### src/rtl/core/hlbe_pkg.sv
`timescale 1ns / 1ps
// ----------------------------------------------------------------------------
// hlbe_pkg
// Shared constants, types and the sine table for the Hough line border
// endpoint pipeline.
// ----------------------------------------------------------------------------
package hlbe_pkg;

   localparam int IMAGE_WIDTH  = 640;
   localparam int IMAGE_HEIGHT = 480;

   localparam int RHO_W  = 11;
   localparam int ANG_W  = 8;
   localparam int X_W    = 10;
   localparam int Y_W    = 9;

   // trig values: signed Q2.16, magnitude at most 65536
   localparam int FRAC_W = 16;
   localparam int MAG_W  = 17;
   localparam int TRIG_W = MAG_W + 1;

   localparam int MAX_DIM = (IMAGE_WIDTH > IMAGE_HEIGHT) ? IMAGE_WIDTH : IMAGE_HEIGHT;
   localparam int QUO_W   = $clog2(MAX_DIM);
   localparam int DIM_W   = $clog2(MAX_DIM + 1);
   localparam int NUM_W   = TRIG_W + DIM_W + 1;
   localparam int REM_W   = QUO_W + MAG_W;
   localparam int LIM_W   = DIM_W + MAG_W;

   localparam int NUM_BORDERS = 4;
   localparam int BORDER_LEFT   = 0;
   localparam int BORDER_RIGHT  = 1;
   localparam int BORDER_TOP    = 2;
   localparam int BORDER_BOTTOM = 3;

   localparam logic [63:0] PI_Q30 = 64'd3373259426;
   localparam int TAB_MAX = 90;
   localparam int IDX_W   = 7;

   typedef logic [TAB_MAX:0][MAG_W-1:0] sin_tab_type;

   typedef struct packed {
      logic signed [TRIG_W-1:0] sin_val;
      logic signed [TRIG_W-1:0] cos_val;
   } trig_type;

   typedef struct packed {
      logic [IDX_W-1:0] idx;
      logic             neg;
   } fold_type;

   typedef struct packed {
      logic              cand;
      logic [REM_W-1:0]  num_mag;
      logic [MAG_W-1:0]  den_mag;
   } border_type;

   typedef struct packed {
      logic             hit;
      logic [QUO_W-1:0] quo;
   } quot_type;

   // first quadrant sine, Taylor series in Q30 rounded to Q16
   function automatic sin_tab_type build_sin_table();
      sin_tab_type t;
      logic [63:0] x;
      logic [63:0] x2;
      logic [63:0] term;
      logic [63:0] sum;
      for (int d = 0; d <= TAB_MAX; d++) begin
         x    = (64'(d) * PI_Q30 + 64'd90) / 64'd180;
         x2   = (x * x) >> 30;
         term = x;
         sum  = x;
         // terms divided by (2k)(2k+1) for k = 1..7, alternating sign
         term = ((term * x2) >> 30) / 64'd6;
         sum  = sum - term;
         term = ((term * x2) >> 30) / 64'd20;
         sum  = sum + term;
         term = ((term * x2) >> 30) / 64'd42;
         sum  = sum - term;
         term = ((term * x2) >> 30) / 64'd72;
         sum  = sum + term;
         term = ((term * x2) >> 30) / 64'd110;
         sum  = sum - term;
         term = ((term * x2) >> 30) / 64'd156;
         sum  = sum + term;
         term = ((term * x2) >> 30) / 64'd210;
         sum  = sum - term;
         sum  = (sum + 64'd8192) >> 14;
         t[d] = sum[MAG_W-1:0];
      end
      return t;
   endfunction

   localparam sin_tab_type SIN_TABLE = build_sin_table();

   // fold a degree in 0..359 onto the first quadrant
   function automatic fold_type fold_angle(input logic [ANG_W:0] d);
      fold_type f;
      f.neg = 1'b0;
      if (d <= 9'd90) begin
         f.idx = d[IDX_W-1:0];
      end else if (d <= 9'd180) begin
         f.idx = IDX_W'(9'd180 - d);
      end else if (d <= 9'd270) begin
         f.idx = IDX_W'(d - 9'd180);
         f.neg = 1'b1;
      end else begin
         f.idx = IDX_W'(9'd360 - d);
         f.neg = 1'b1;
      end
      return f;
   endfunction

endpackage

### src/rtl/core/hlbe_if.sv
`timescale 1ns / 1ps
// ----------------------------------------------------------------------------
// hlbe_req_if / hlbe_rsp_if
// Valid/ready channels carrying one Hough line and one endpoint pair.
// ----------------------------------------------------------------------------
interface hlbe_req_if;
   logic                             valid;
   logic                             ready;
   logic signed [hlbe_pkg::RHO_W-1:0] rho;
   logic [hlbe_pkg::ANG_W-1:0]        angle;
   modport source (output valid, rho, angle, input ready);
   modport sink   (input valid, rho, angle, output ready);
endinterface

interface hlbe_rsp_if;
   logic                       valid;
   logic                       ready;
   logic [hlbe_pkg::X_W-1:0]   first_x;
   logic [hlbe_pkg::Y_W-1:0]   first_y;
   logic [hlbe_pkg::X_W-1:0]   second_x;
   logic [hlbe_pkg::Y_W-1:0]   second_y;
   modport source (output valid, first_x, first_y, second_x, second_y, input ready);
   modport sink   (input valid, first_x, first_y, second_x, second_y, output ready);
endinterface

### src/rtl/core/hlbe_trig.sv
`timescale 1ns / 1ps
// ----------------------------------------------------------------------------
// hlbe_trig
// Stage 1: sine and cosine lookup by quadrant fold, rho carried along.
// ----------------------------------------------------------------------------
module hlbe_trig (
   input  logic                               clock,
   input  logic                               en,
   input  logic signed [hlbe_pkg::RHO_W-1:0]  rho,
   input  logic [hlbe_pkg::ANG_W-1:0]         angle,
   output hlbe_pkg::trig_type                 trig,
   output logic signed [hlbe_pkg::RHO_W-1:0]  rho_out
);

   hlbe_pkg::fold_type sin_fold;
   hlbe_pkg::fold_type cos_fold;
   logic [hlbe_pkg::MAG_W-1:0] sin_mag;
   logic [hlbe_pkg::MAG_W-1:0] cos_mag;
   hlbe_pkg::trig_type trig_in, trig_ff;
   logic signed [hlbe_pkg::RHO_W-1:0] rho_ff;

   always_comb begin
      sin_fold = hlbe_pkg::fold_angle({1'b0, angle});
      cos_fold = hlbe_pkg::fold_angle({1'b0, angle} + 9'd90);
      sin_mag  = hlbe_pkg::SIN_TABLE[sin_fold.idx];
      cos_mag  = hlbe_pkg::SIN_TABLE[cos_fold.idx];
      trig_in.sin_val = sin_fold.neg ? -$signed({1'b0, sin_mag}) : $signed({1'b0, sin_mag});
      trig_in.cos_val = cos_fold.neg ? -$signed({1'b0, cos_mag}) : $signed({1'b0, cos_mag});
   end

   always_ff @(posedge clock) begin
      if (en) begin
         trig_ff <= trig_in;
         rho_ff  <= rho;
      end
   end

   assign trig    = trig_ff;
   assign rho_out = rho_ff;

endmodule

### src/rtl/core/hlbe_numer.sv
`timescale 1ns / 1ps
// ----------------------------------------------------------------------------
// hlbe_numer
// Stages 2 and 3: border numerators, then sign test, magnitudes and the
// range check that bounds each quotient below its border size.
// ----------------------------------------------------------------------------
module hlbe_numer (
   input  logic                               clock,
   input  logic                               en,
   input  hlbe_pkg::trig_type                 trig,
   input  logic signed [hlbe_pkg::RHO_W-1:0]  rho,
   output hlbe_pkg::border_type               border [hlbe_pkg::NUM_BORDERS]
);

   localparam logic [hlbe_pkg::DIM_W-1:0] KX = hlbe_pkg::DIM_W'(hlbe_pkg::IMAGE_WIDTH - 1);
   localparam logic [hlbe_pkg::DIM_W-1:0] KY = hlbe_pkg::DIM_W'(hlbe_pkg::IMAGE_HEIGHT - 1);
   localparam logic [hlbe_pkg::DIM_W-1:0] SZ_W = hlbe_pkg::DIM_W'(hlbe_pkg::IMAGE_WIDTH);
   localparam logic [hlbe_pkg::DIM_W-1:0] SZ_H = hlbe_pkg::DIM_W'(hlbe_pkg::IMAGE_HEIGHT);

   logic signed [hlbe_pkg::NUM_W-1:0] r_full;
   logic signed [hlbe_pkg::NUM_W-1:0] num_in [hlbe_pkg::NUM_BORDERS];
   logic signed [hlbe_pkg::NUM_W-1:0] num_ff [hlbe_pkg::NUM_BORDERS];
   hlbe_pkg::trig_type trig_ff;
   hlbe_pkg::border_type border_in [hlbe_pkg::NUM_BORDERS];
   hlbe_pkg::border_type border_ff [hlbe_pkg::NUM_BORDERS];

   always_comb begin
      r_full = hlbe_pkg::NUM_W'(rho) <<< hlbe_pkg::FRAC_W;
      num_in[hlbe_pkg::BORDER_LEFT]   = r_full;
      num_in[hlbe_pkg::BORDER_RIGHT]  = r_full - trig.cos_val * $signed({1'b0, KX});
      num_in[hlbe_pkg::BORDER_TOP]    = r_full;
      num_in[hlbe_pkg::BORDER_BOTTOM] = r_full - trig.sin_val * $signed({1'b0, KY});
   end

   always_comb begin
      logic signed [hlbe_pkg::TRIG_W-1:0] den;
      logic [hlbe_pkg::NUM_W-1:0]         an;
      logic [hlbe_pkg::MAG_W-1:0]         ad;
      logic [hlbe_pkg::LIM_W-1:0]         lim;
      logic                               sign_ok;
      for (int b = 0; b < hlbe_pkg::NUM_BORDERS; b++) begin
         den = (b < 2) ? trig_ff.sin_val : trig_ff.cos_val;
         an  = num_ff[b][hlbe_pkg::NUM_W-1] ? hlbe_pkg::NUM_W'(-num_ff[b])
                                            : hlbe_pkg::NUM_W'(num_ff[b]);
         ad  = den[hlbe_pkg::TRIG_W-1] ? hlbe_pkg::MAG_W'(-den) : hlbe_pkg::MAG_W'(den);
         lim = ((b < 2) ? SZ_H : SZ_W) * ad;
         sign_ok = (num_ff[b] == '0) || (num_ff[b][hlbe_pkg::NUM_W-1] == den[hlbe_pkg::TRIG_W-1]);
         border_in[b].cand    = (den != '0) && sign_ok && (an < hlbe_pkg::NUM_W'(lim));
         border_in[b].num_mag = an[hlbe_pkg::REM_W-1:0];
         border_in[b].den_mag = ad;
      end
   end

   always_ff @(posedge clock) begin
      if (en) begin
         trig_ff   <= trig;
         num_ff    <= num_in;
         border_ff <= border_in;
      end
   end

   assign border = border_ff;

endmodule

### src/rtl/core/hlbe_div.sv
`timescale 1ns / 1ps
// ----------------------------------------------------------------------------
// hlbe_div
// Pipelined restoring divider, one quotient bit per stage. The numerator is
// known to be below size times the divisor, so the quotient fits QUO_W bits.
// ----------------------------------------------------------------------------
module hlbe_div (
   input  logic                 clock,
   input  logic                 en,
   input  hlbe_pkg::border_type border,
   output hlbe_pkg::quot_type   result
);

   localparam int QW = hlbe_pkg::QUO_W;
   localparam int RW = hlbe_pkg::REM_W;

   logic [RW-1:0]             rem_ff [QW];
   logic [hlbe_pkg::MAG_W-1:0] den_ff [QW];
   logic [QW-1:0]             quo_ff [QW];
   logic                      hit_ff [QW];

   for (genvar g = 0; g < QW; g++) begin : g_stage
      localparam int BIT = QW - 1 - g;
      logic [RW-1:0]              rem_prev;
      logic [hlbe_pkg::MAG_W-1:0] den_prev;
      logic [QW-1:0]              quo_prev;
      logic                       hit_prev;
      logic [RW-1:0]              shifted;
      logic                       take;

      if (g == 0) begin : g_first
         assign rem_prev = border.num_mag;
         assign den_prev = border.den_mag;
         assign quo_prev = '0;
         assign hit_prev = border.cand;
      end else begin : g_next
         assign rem_prev = rem_ff[g-1];
         assign den_prev = den_ff[g-1];
         assign quo_prev = quo_ff[g-1];
         assign hit_prev = hit_ff[g-1];
      end

      assign shifted = RW'(den_prev) << BIT;
      assign take    = rem_prev >= shifted;

      always_ff @(posedge clock) begin
         if (en) begin
            rem_ff[g] <= take ? rem_prev - shifted : rem_prev;
            den_ff[g] <= den_prev;
            quo_ff[g] <= quo_prev | (take ? QW'(1) << BIT : '0);
            hit_ff[g] <= hit_prev;
         end
      end
   end

   assign result.hit = hit_ff[QW-1];
   assign result.quo = quo_ff[QW-1];

endmodule

### src/rtl/core/hough_line_border_endpoints.sv
`timescale 1ns / 1ps
// ----------------------------------------------------------------------------
// hough_line_border_endpoints
// Clips a Hough line (rho, angle) to the image and returns the first two
// border intersections in the order left, right, top, bottom.
// ----------------------------------------------------------------------------
// One line is taken every cycle while the result channel is not stalled.
// Its endpoint pair passes through one stage of sine/cosine lookup, two
// stages of numerator and range check, one stage per quotient bit in four
// parallel restoring dividers, and the output register. A stall on the result
// channel holds the whole pipeline; ready on the input channel follows it.
// Lines with fewer than two border hits give an all-zero pair.
module hough_line_border_endpoints (
   input  logic       clock,
   input  logic       reset,
   hlbe_req_if.sink   req,
   hlbe_rsp_if.source rsp
);

   localparam int LAT = 3 + hlbe_pkg::QUO_W;

   logic en;
   logic [LAT-1:0] vld_ff;
   logic rsp_valid_ff;

   hlbe_pkg::trig_type trig;
   logic signed [hlbe_pkg::RHO_W-1:0] rho_s1;
   hlbe_pkg::border_type border [hlbe_pkg::NUM_BORDERS];
   hlbe_pkg::quot_type   quot   [hlbe_pkg::NUM_BORDERS];

   logic [hlbe_pkg::X_W-1:0] fx_in, sx_in, fx_ff, sx_ff;
   logic [hlbe_pkg::Y_W-1:0] fy_in, sy_in, fy_ff, sy_ff;

   assign en        = !rsp_valid_ff || rsp.ready;
   assign req.ready = en;

   hlbe_trig u_trig (
      .clock   (clock),
      .en      (en),
      .rho     (req.rho),
      .angle   (req.angle),
      .trig    (trig),
      .rho_out (rho_s1)
   );

   hlbe_numer u_numer (
      .clock  (clock),
      .en     (en),
      .trig   (trig),
      .rho    (rho_s1),
      .border (border)
   );

   for (genvar b = 0; b < hlbe_pkg::NUM_BORDERS; b++) begin : g_div
      hlbe_div u_div (
         .clock  (clock),
         .en     (en),
         .border (border[b]),
         .result (quot[b])
      );
   end

   // pick the first two hits in border order
   always_comb begin
      logic [hlbe_pkg::X_W-1:0] px [hlbe_pkg::NUM_BORDERS];
      logic [hlbe_pkg::Y_W-1:0] py [hlbe_pkg::NUM_BORDERS];
      logic [1:0] cnt;
      px[hlbe_pkg::BORDER_LEFT]   = '0;
      py[hlbe_pkg::BORDER_LEFT]   = hlbe_pkg::Y_W'(quot[hlbe_pkg::BORDER_LEFT].quo);
      px[hlbe_pkg::BORDER_RIGHT]  = hlbe_pkg::X_W'(hlbe_pkg::IMAGE_WIDTH - 1);
      py[hlbe_pkg::BORDER_RIGHT]  = hlbe_pkg::Y_W'(quot[hlbe_pkg::BORDER_RIGHT].quo);
      px[hlbe_pkg::BORDER_TOP]    = hlbe_pkg::X_W'(quot[hlbe_pkg::BORDER_TOP].quo);
      py[hlbe_pkg::BORDER_TOP]    = '0;
      px[hlbe_pkg::BORDER_BOTTOM] = hlbe_pkg::X_W'(quot[hlbe_pkg::BORDER_BOTTOM].quo);
      py[hlbe_pkg::BORDER_BOTTOM] = hlbe_pkg::Y_W'(hlbe_pkg::IMAGE_HEIGHT - 1);
      cnt   = '0;
      fx_in = '0;
      fy_in = '0;
      sx_in = '0;
      sy_in = '0;
      for (int b = 0; b < hlbe_pkg::NUM_BORDERS; b++) begin
         if (quot[b].hit && cnt == 2'd0) begin
            fx_in = px[b];
            fy_in = py[b];
            cnt   = 2'd1;
         end else if (quot[b].hit && cnt == 2'd1) begin
            sx_in = px[b];
            sy_in = py[b];
            cnt   = 2'd2;
         end
      end
      if (cnt != 2'd2) begin
         fx_in = '0;
         fy_in = '0;
      end
   end

   always_ff @(posedge clock) begin
      if (reset) begin
         vld_ff       <= '0;
         rsp_valid_ff <= 1'b0;
      end else if (en) begin
         vld_ff       <= {vld_ff[LAT-2:0], req.valid};
         rsp_valid_ff <= vld_ff[LAT-1];
      end
   end

   always_ff @(posedge clock) begin
      if (en) begin
         fx_ff <= fx_in;
         fy_ff <= fy_in;
         sx_ff <= sx_in;
         sy_ff <= sy_in;
      end
   end

   assign rsp.valid    = rsp_valid_ff;
   assign rsp.first_x  = fx_ff;
   assign rsp.first_y  = fy_ff;
   assign rsp.second_x = sx_ff;
   assign rsp.second_y = sy_ff;

endmodule

### src/flat_wrapper.sv
// flat-port wrapper written by rule: the top's interface ports become plain ports
module hough_line_border_endpoints_flat 
  (clock, reset, req_valid, req_rho, req_angle, req_ready, rsp_valid, rsp_first_x, rsp_first_y, rsp_second_x, rsp_second_y, rsp_ready);
  hlbe_req_if req_i ();
  hlbe_rsp_if rsp_i ();
  input  logic clock;
  input  logic reset;
  input wire logic [$bits(req_i.valid)-1:0] req_valid;
  input wire logic [$bits(req_i.rho)-1:0] req_rho;
  input wire logic [$bits(req_i.angle)-1:0] req_angle;
  output wire logic [$bits(req_i.ready)-1:0] req_ready;
  output wire logic [$bits(rsp_i.valid)-1:0] rsp_valid;
  output wire logic [$bits(rsp_i.first_x)-1:0] rsp_first_x;
  output wire logic [$bits(rsp_i.first_y)-1:0] rsp_first_y;
  output wire logic [$bits(rsp_i.second_x)-1:0] rsp_second_x;
  output wire logic [$bits(rsp_i.second_y)-1:0] rsp_second_y;
  input wire logic [$bits(rsp_i.ready)-1:0] rsp_ready;
  assign req_i.valid = req_valid;
  assign req_i.rho = req_rho;
  assign req_i.angle = req_angle;
  assign req_ready = req_i.ready;
  assign rsp_valid = rsp_i.valid;
  assign rsp_first_x = rsp_i.first_x;
  assign rsp_first_y = rsp_i.first_y;
  assign rsp_second_x = rsp_i.second_x;
  assign rsp_second_y = rsp_i.second_y;
  assign rsp_i.ready = rsp_ready;
  hough_line_border_endpoints u_core (.clock(clock), .reset(reset), .req(req_i), .rsp(rsp_i));
endmodule
### config.mk
export PLATFORM = sky130hd
export DESIGN_NAME = hough_line_border_endpoints_flat
export DESIGN_NICKNAME = d
export VERILOG_FILES = /design/src/rtl/core/hlbe_pkg.sv /design/src/rtl/core/hlbe_if.sv /design/src/rtl/core/hlbe_trig.sv /design/src/rtl/core/hlbe_numer.sv /design/src/rtl/core/hlbe_div.sv /design/src/rtl/core/hough_line_border_endpoints.sv /design/src/flat_wrapper.sv
export SDC_FILE = /design/constraint.sdc
export NUM_CORES = 2
export LEC_CHECK = 0
export BUFFER_PORTS_ARGS = -buffer_cell sky130_fd_sc_hd__buf_2
export CAP_MARGIN = 5
export CORE_MARGIN = 2
export CORE_UTILIZATION = 35
export DETAILED_ROUTE_END_ITERATION = 16
export HOLD_SLACK_MARGIN = 0.05
export PLACE_DENSITY = 0.58
export SYNTH_ARGS = -nofsm -noshare
export SYNTH_HDL_FRONTEND = slang
export SYNTH_SLANG_ARGS = --single-unit
export TNS_END_PERCENT = 1
### constraint.sdc
create_clock -name clock -period 72.1 [get_ports clock]
set_input_delay 10.815 -clock clock [delete_from_list [all_inputs] [get_ports clock]]
set_output_delay 10.815 -clock clock [all_outputs]
set_load 0.02 [all_outputs]
# After elaboration in Yosys (flattened, before gate mapping)
# Memory sizes are Yosys's and may differ from the RTL's.
# Index checks and enable logic that the tools add are counted.
[totals] ram_bits=2200 memories=18 word_cells=356 in_bits=23 rom_bits=4352 reg_bits=323 out_inout_bits=40
[mem_list] memory="(no name shown)" depth=128 word_bits=17 read_ports=1 rd_clocked_by_memory_dff=0 wr=0 line="hlbe_trig.sv:26" source="cos_mag = hlbe_pkg::SIN_TABLE[cos_fold.idx];"
[mem_list] memory="(no name shown)" depth=128 word_bits=17 read_ports=1 rd_clocked_by_memory_dff=0 wr=0 line="hlbe_trig.sv:25" source="sin_mag = hlbe_pkg::SIN_TABLE[sin_fold.idx];"
[mem_list] memory="u_core.g_div[0].u_div.rem_ff" depth=10 word_bits=27 read_ports=9 rd_clocked_by_memory_dff=0 wr=10 line="hlbe_div.sv:17" source="logic [RW-1:0] rem_ff [QW];"
[mem_list] memory="u_core.g_div[1].u_div.rem_ff" depth=10 word_bits=27 read_ports=9 rd_clocked_by_memory_dff=0 wr=10 line="hlbe_div.sv:17"
[mem_list] memory="u_core.g_div[2].u_div.rem_ff" depth=10 word_bits=27 read_ports=9 rd_clocked_by_memory_dff=0 wr=10 line="hlbe_div.sv:17"
[mem_list] memory="u_core.g_div[3].u_div.rem_ff" depth=10 word_bits=27 read_ports=9 rd_clocked_by_memory_dff=0 wr=10 line="hlbe_div.sv:17"
[mem_list] memory="+12 memories"
[classes] addsub=56 order_cmp=52 muxes=127 n_bitwise=36 n_eq_ne=8 reduce_logical=29 mul=4
[ops] operator="27-bit 2-to-1 mux" count=40
[ops] operator="10-bit 2-to-1 mux" count=13
[ops] operator="9-bit 2-to-1 mux" count=14
[ops] operator="27-bit by 17-bit greater-or-equal comparator with 1-bit output" count=4
[ops] operator="27-bit by 18-bit greater-or-equal comparator with 1-bit output" count=4
[ops] operator="27-bit by 19-bit greater-or-equal comparator with 1-bit output" count=4
[ops] operator="27-bit by 20-bit greater-or-equal comparator with 1-bit output" count=4
[ops] operator="27-bit by 21-bit greater-or-equal comparator with 1-bit output" count=4
[ops] operator="27-bit by 22-bit greater-or-equal comparator with 1-bit output" count=4
[ops] operator="27-bit by 23-bit greater-or-equal comparator with 1-bit output" count=4
[ops] operator="27-bit by 24-bit greater-or-equal comparator with 1-bit output" count=4
[ops] operator="27-bit by 25-bit greater-or-equal comparator with 1-bit output" count=4
[ops] operator="27-bit by 26-bit greater-or-equal comparator with 1-bit output" count=4
[ops] operator="27-bit by 17-bit subtractor with 27-bit output" count=4
[ops] operator="27-bit by 18-bit subtractor with 27-bit output" count=4
[ops] operator="27-bit by 19-bit subtractor with 27-bit output" count=4
[ops] operator="27-bit by 20-bit subtractor with 27-bit output" count=4
[ops] operator="27-bit by 21-bit subtractor with 27-bit output" count=4
[ops] operator="27-bit by 22-bit subtractor with 27-bit output" count=4
[ops] operator="27-bit by 23-bit subtractor with 27-bit output" count=4
[ops] operator="27-bit by 24-bit subtractor with 27-bit output" count=4
[ops] operator="27-bit by 25-bit subtractor with 27-bit output" count=4
[ops] operator="27-bit by 26-bit subtractor with 27-bit output" count=4
[ops] operator="17-bit 2-to-1 mux" count=6
[ops] operator="other kinds (52)" count=159

# Depth between registers and ports, before layout
# An unclocked memory read counts as a cell.
[depth] depth_word=16 depth_mapped=30 mapped_depth_nobuf=30

# Hierarchy
# From an unflattened synthesis, not the netlist that was laid out.
[unflattened] cells_unflattened=12173 area_unflattened_um2=133320.4
[by_module_without_submodules] module="hlbe_div (u_core.g_div[3].u_div)" cells_each=2205 instances=1 area_each_um2=25176.6 seq_area_each_um2=13843.3
[by_module_without_submodules] module="hlbe_div (u_core.g_div[2].u_div)" cells_each=2197 instances=1 area_each_um2=25087.8 seq_area_each_um2=13843.3
[by_module_without_submodules] module="hlbe_div (u_core.g_div[1].u_div)" cells_each=2159 instances=1 area_each_um2=24865.1 seq_area_each_um2=13843.3
[by_module_without_submodules] module="hlbe_div (u_core.g_div[0].u_div)" cells_each=2158 instances=1 area_each_um2=24823.8 seq_area_each_um2=13843.3
[by_module_without_submodules] module="hlbe_numer" cells_each=2136 instances=1 area_each_um2=22646.7 seq_area_each_um2=6125.9
[by_module_without_submodules] module="hlbe_trig" cells_each=1123 instances=1 area_each_um2=8274.2 seq_area_each_um2=1411.4
[by_module_without_submodules] module="hough_line_border_endpoints" cells_each=195 instances=1 area_each_um2=2446.1 seq_area_each_um2=1421.4

# Least setup slack after synthesis
# No wires, ideal clock.
[synth_timing] path_type="in2out" start="input rsp_ready" end="output req_ready" path_buffers=1 t_required_ps=61285 setup_slack_ps=4293 arrival_time_ps=56992 cell_stages=3 cell_sequence="nor2b_1 inv_1 clkbuf_1"
[synth_via] elab_chain_len=1
[synth_lines] element="from (decl)" line="flat_wrapper.sv:17" source="input wire logic [$bits(rsp_i.ready)-1:0] rsp_ready;"
[synth_lines] element="1-bit logical OR" line="hough_line_border_endpoints.sv:34" source="assign en = !rsp_valid_ff || rsp.ready;"
[synth_lines] element="to (decl)" line="flat_wrapper.sv:11" source="output wire logic [$bits(req_i.ready)-1:0] req_ready;"
# Every way passes these cells.

# Worst setup path in the final report
# Same ends and word-level chain as after synthesis.

==> flow_metrics.tcl <==
set metrics [dict create \
    fillers 30400 \
    critPathCapture "req_ready" \
    dpl.hpwl_um 224000 \
    synth_top_area_cell "edfxtp_1" \
    synth_warnings 0 \
    via_count 77800 \
    critPathLaunchType "input pin" \
    synth.distinct_cells 110 \
    final_cells 14900 \
    setup_viol 0 \
    worst_slew_pin_slew_ns 1.20 \
    clk_pin_slew_ns 0.06 \
    dp.cells 14600 \
    crit_type "in2out" \
    grt_pass1_wl_um 442000 \
    syn_to_final_growth_pct 10.3 \
    skew_ns 0.0738 \
    fin_tns_setup_ns 0 \
    drt-pass1-iter-count 7 \
    drtIter0Drc 4920 \
    core_um2 318000 \
    initial_core_util 0.352 \
    syn_nets 11800 \
    hold_path_class "reg2reg" \
    hold_buffers 0 \
    yosysSeqAreaShare 0.459 \
    grt_setup_unrepaired "no" \
    hold_viol_final 0 \
    synth_seq_cells 1713 \
    maxSlewViolCount 0 \
    ys.flop_type "edfxtp_1" \
    r2r_slack_ns 64.00 \
    grt_pass1_vias 78500 \
    drtAntennaViolNets 0 \
    status "completed" \
    regArea_um2 51300 \
    synthTopCellsByCount "edfxtp_1 (1699), inv_1 (1091), ha_1 (1025), nand2_1 (818), o21ai_0 (703)" \
    grt_max_degree 193 \
    synth.area.top_cells "edfxtp_1 (46%), ha_1 (11%), fa_1 (4.6%)" \
    gp_congestion 0.911 \
    syn_inst 10500 \
    cts_tree "done" \
    fin_crit_sh 0.313 \
    synth_area_um2 112000 \
    final.min_clock_period_ns 22.53 \
    cts_buffer_depth 4 \
    syn_area_per_cell_um2 10.6 \
    gr-usage-all-layers 0.171 \
    cp_max_fo 39 \
    yosys.area.top_type_share 0.456 \
    dieArea_um2 324000 \
    cts.repair.resized 0 \
    die_w_um 569 \
    r2r-end "u_core.u_numer.border[134]" \
    drt_wl_total_um 283000 \
    layout-drive-gt1-share 0.0596 \
    cp-startpoint "rsp_ready" \
    r2r_cells 30 \
    end_kind "output port" \
    cp.required_ns 61.29 \
    whs_ns 0.378 \
    die-height_um 569 \
    async_flop_share 0 \
    r2r_start "u_core.u_numer.num_ff[0]" \
    antenna_found_initial 4 \
    num_rows 207 \
    slew_headroom 0.192 \
    io_buffers 62 \
    yosysMostFrequentCell "edfxtp_1" \
    io_pins 63 \
    cts_setup_buffers 0 \
    grt-ovfl-total 0 \
    h-tree-depth 4 \
    wl_per_cell_um 18.9 \
    remaining_drc_errors 0 \
    cp.arrival_ns 11.72 \
    multi_input_area_um2 55500 \
    synth_edf_count 1699 \
    via_per_inst 5.21 \
    numClockSinks 1713 \
    cts_buffers 195 \
    drv_cap 0 \
    root_buffer "clkbuf_16" \
    max_freq_mhz 44.4 \
    clkLatencyLatePin_ns 0.89 \
    nNetsFinal 11900 \
]
## area by class of cell
| type | count | area share |
|---|---|---|
| Tap cell | 4180 | 0.0424 |
| Inverter | 1099 | 0.0335 |
| Clock buffer | 231 | 0.0412 |
| Clock inverter | 115 | 0.00859 |
| Sequential cell | 1713 | 0.416 |
| Timing Repair Buffer | 141 | 0.00763 |
| Antenna cell | 1 | 0.0000203 |
| Multi-Input combinational cell | 7464 | 0.450 |
## per-stage QoR
| stage | area (um^2) | util | setup WS (ns) |
|---|---|---|---|
| final | 123000 | 0.388 | 49.57 |
| after global routing | 123000 | 0.388 | 49.49 |
| after detailed placement | 117000 | 0.369 | 49.55 |
| after global placement | 117000 | 0.369 | 49.54 |
| after CTS | 123000 | 0.388 | 49.55 |
| after floorplan | 112000 | - | 4.29 |
## how the worst min path moves through the flow
stage               depth (start not counted)                            endpoint                               start  slack, ns
finish                                      0  u_core.g_div[1].u_div.quo_ff[8][4]  u_core.g_div[1].u_div.quo_ff[7][4]       0.38
global route                                0  u_core.g_div[1].u_div.quo_ff[3][7]  u_core.g_div[1].u_div.quo_ff[2][7]       0.38
CTS                                         0  u_core.g_div[1].u_div.quo_ff[8][4]  u_core.g_div[1].u_div.quo_ff[7][4]       0.38
detailed placement                          0     u_core.g_div[1].u_div.hit_ff[2]     u_core.g_div[1].u_div.hit_ff[1]       0.40
global placement                            0  u_core.g_div[1].u_div.quo_ff[9][7]  u_core.g_div[1].u_div.quo_ff[8][7]       0.40
floorplan                                   0     u_core.g_div[0].u_div.hit_ff[0]          u_core.u_numer.border[179]       0.40
## cell usage in the layout (no fill, tap or decap), drive strengths merged, types with 42 or more instances in the layout
cell	n
a21boi	143
nand4	124
nor3	201
xor2	247
or3	103
clkinv	77
inv	1102
nor2b	151
clkbuf	231
or2	43
a21o	238
and2	47
nand2	820
nand3	162
ha	1025
mux2i	42
edfxtp	1699
a21oi	692
o211ai	44
o21ai	715
mux2	99
o31ai	149
a211oi	68
buf	141
o21a	80
or4	44
and3	56
xnor2	477
a31oi	52
fa	258
nand2b	168
nor2	677
nor4	97
## registers in the layout, summed over array words and instances (netlist names), 13 cells and up
| name | cells |
|---|---|
| u_core.g_div.u_div.quo_ff | 200 |
| u_core.g_div.u_div.hit_ff | 40 |
| u_core.g_div.u_div.den_ff | 291 |
| u_core.u_numer.num_ff | 69 |
| u_core.u_trig.trig | 36 |
| u_core.u_numer.trig_ff | 34 |
| u_core.u_numer.border | 101 |
| u_core.vld_ff | 13 |
| u_core.g_div.u_div.rem_ff | 879 |
## metal layers
layer	track usage	vias up	wire, um
li1	-	38200	-
met2	0.300	1605	138000
met5	0	-	0
met4	0.0776	0	14100
met1	0.212	37500	122000
met3	0.0177	505	9170
## worst max-delay path, cell delays in order
cell     delay (ns)
buf_2          0.07
nor2b_1        0.03
buf_4          0.19
inv_8          0.25
buf_2          0.25
## cell families (layout without fill, tap and decap cells)
kind of cell | count (synthesis) | in the layout | share of synthesized area
flip-flops | 1713 | 1713 | 0.459
AO/OA/AOI/OAI | 2531 | 2531 | 0.143
AND/OR/NAND/NOR | 2781 | 2781 | 0.121
XOR/XNOR | 724 | 724 | 0.0568
adder cells (fa/ha/maj) | 1287 | 1287 | 0.161
buffers and inverters | 1333 | 1586 | 0.0454
other | 0 | 1 | 0
multiplexers | 141 | 141 | 0.0138
Power is not shown: default switching activity piles up to over one toggle a cycle in this logic, so the estimate is an artifact.
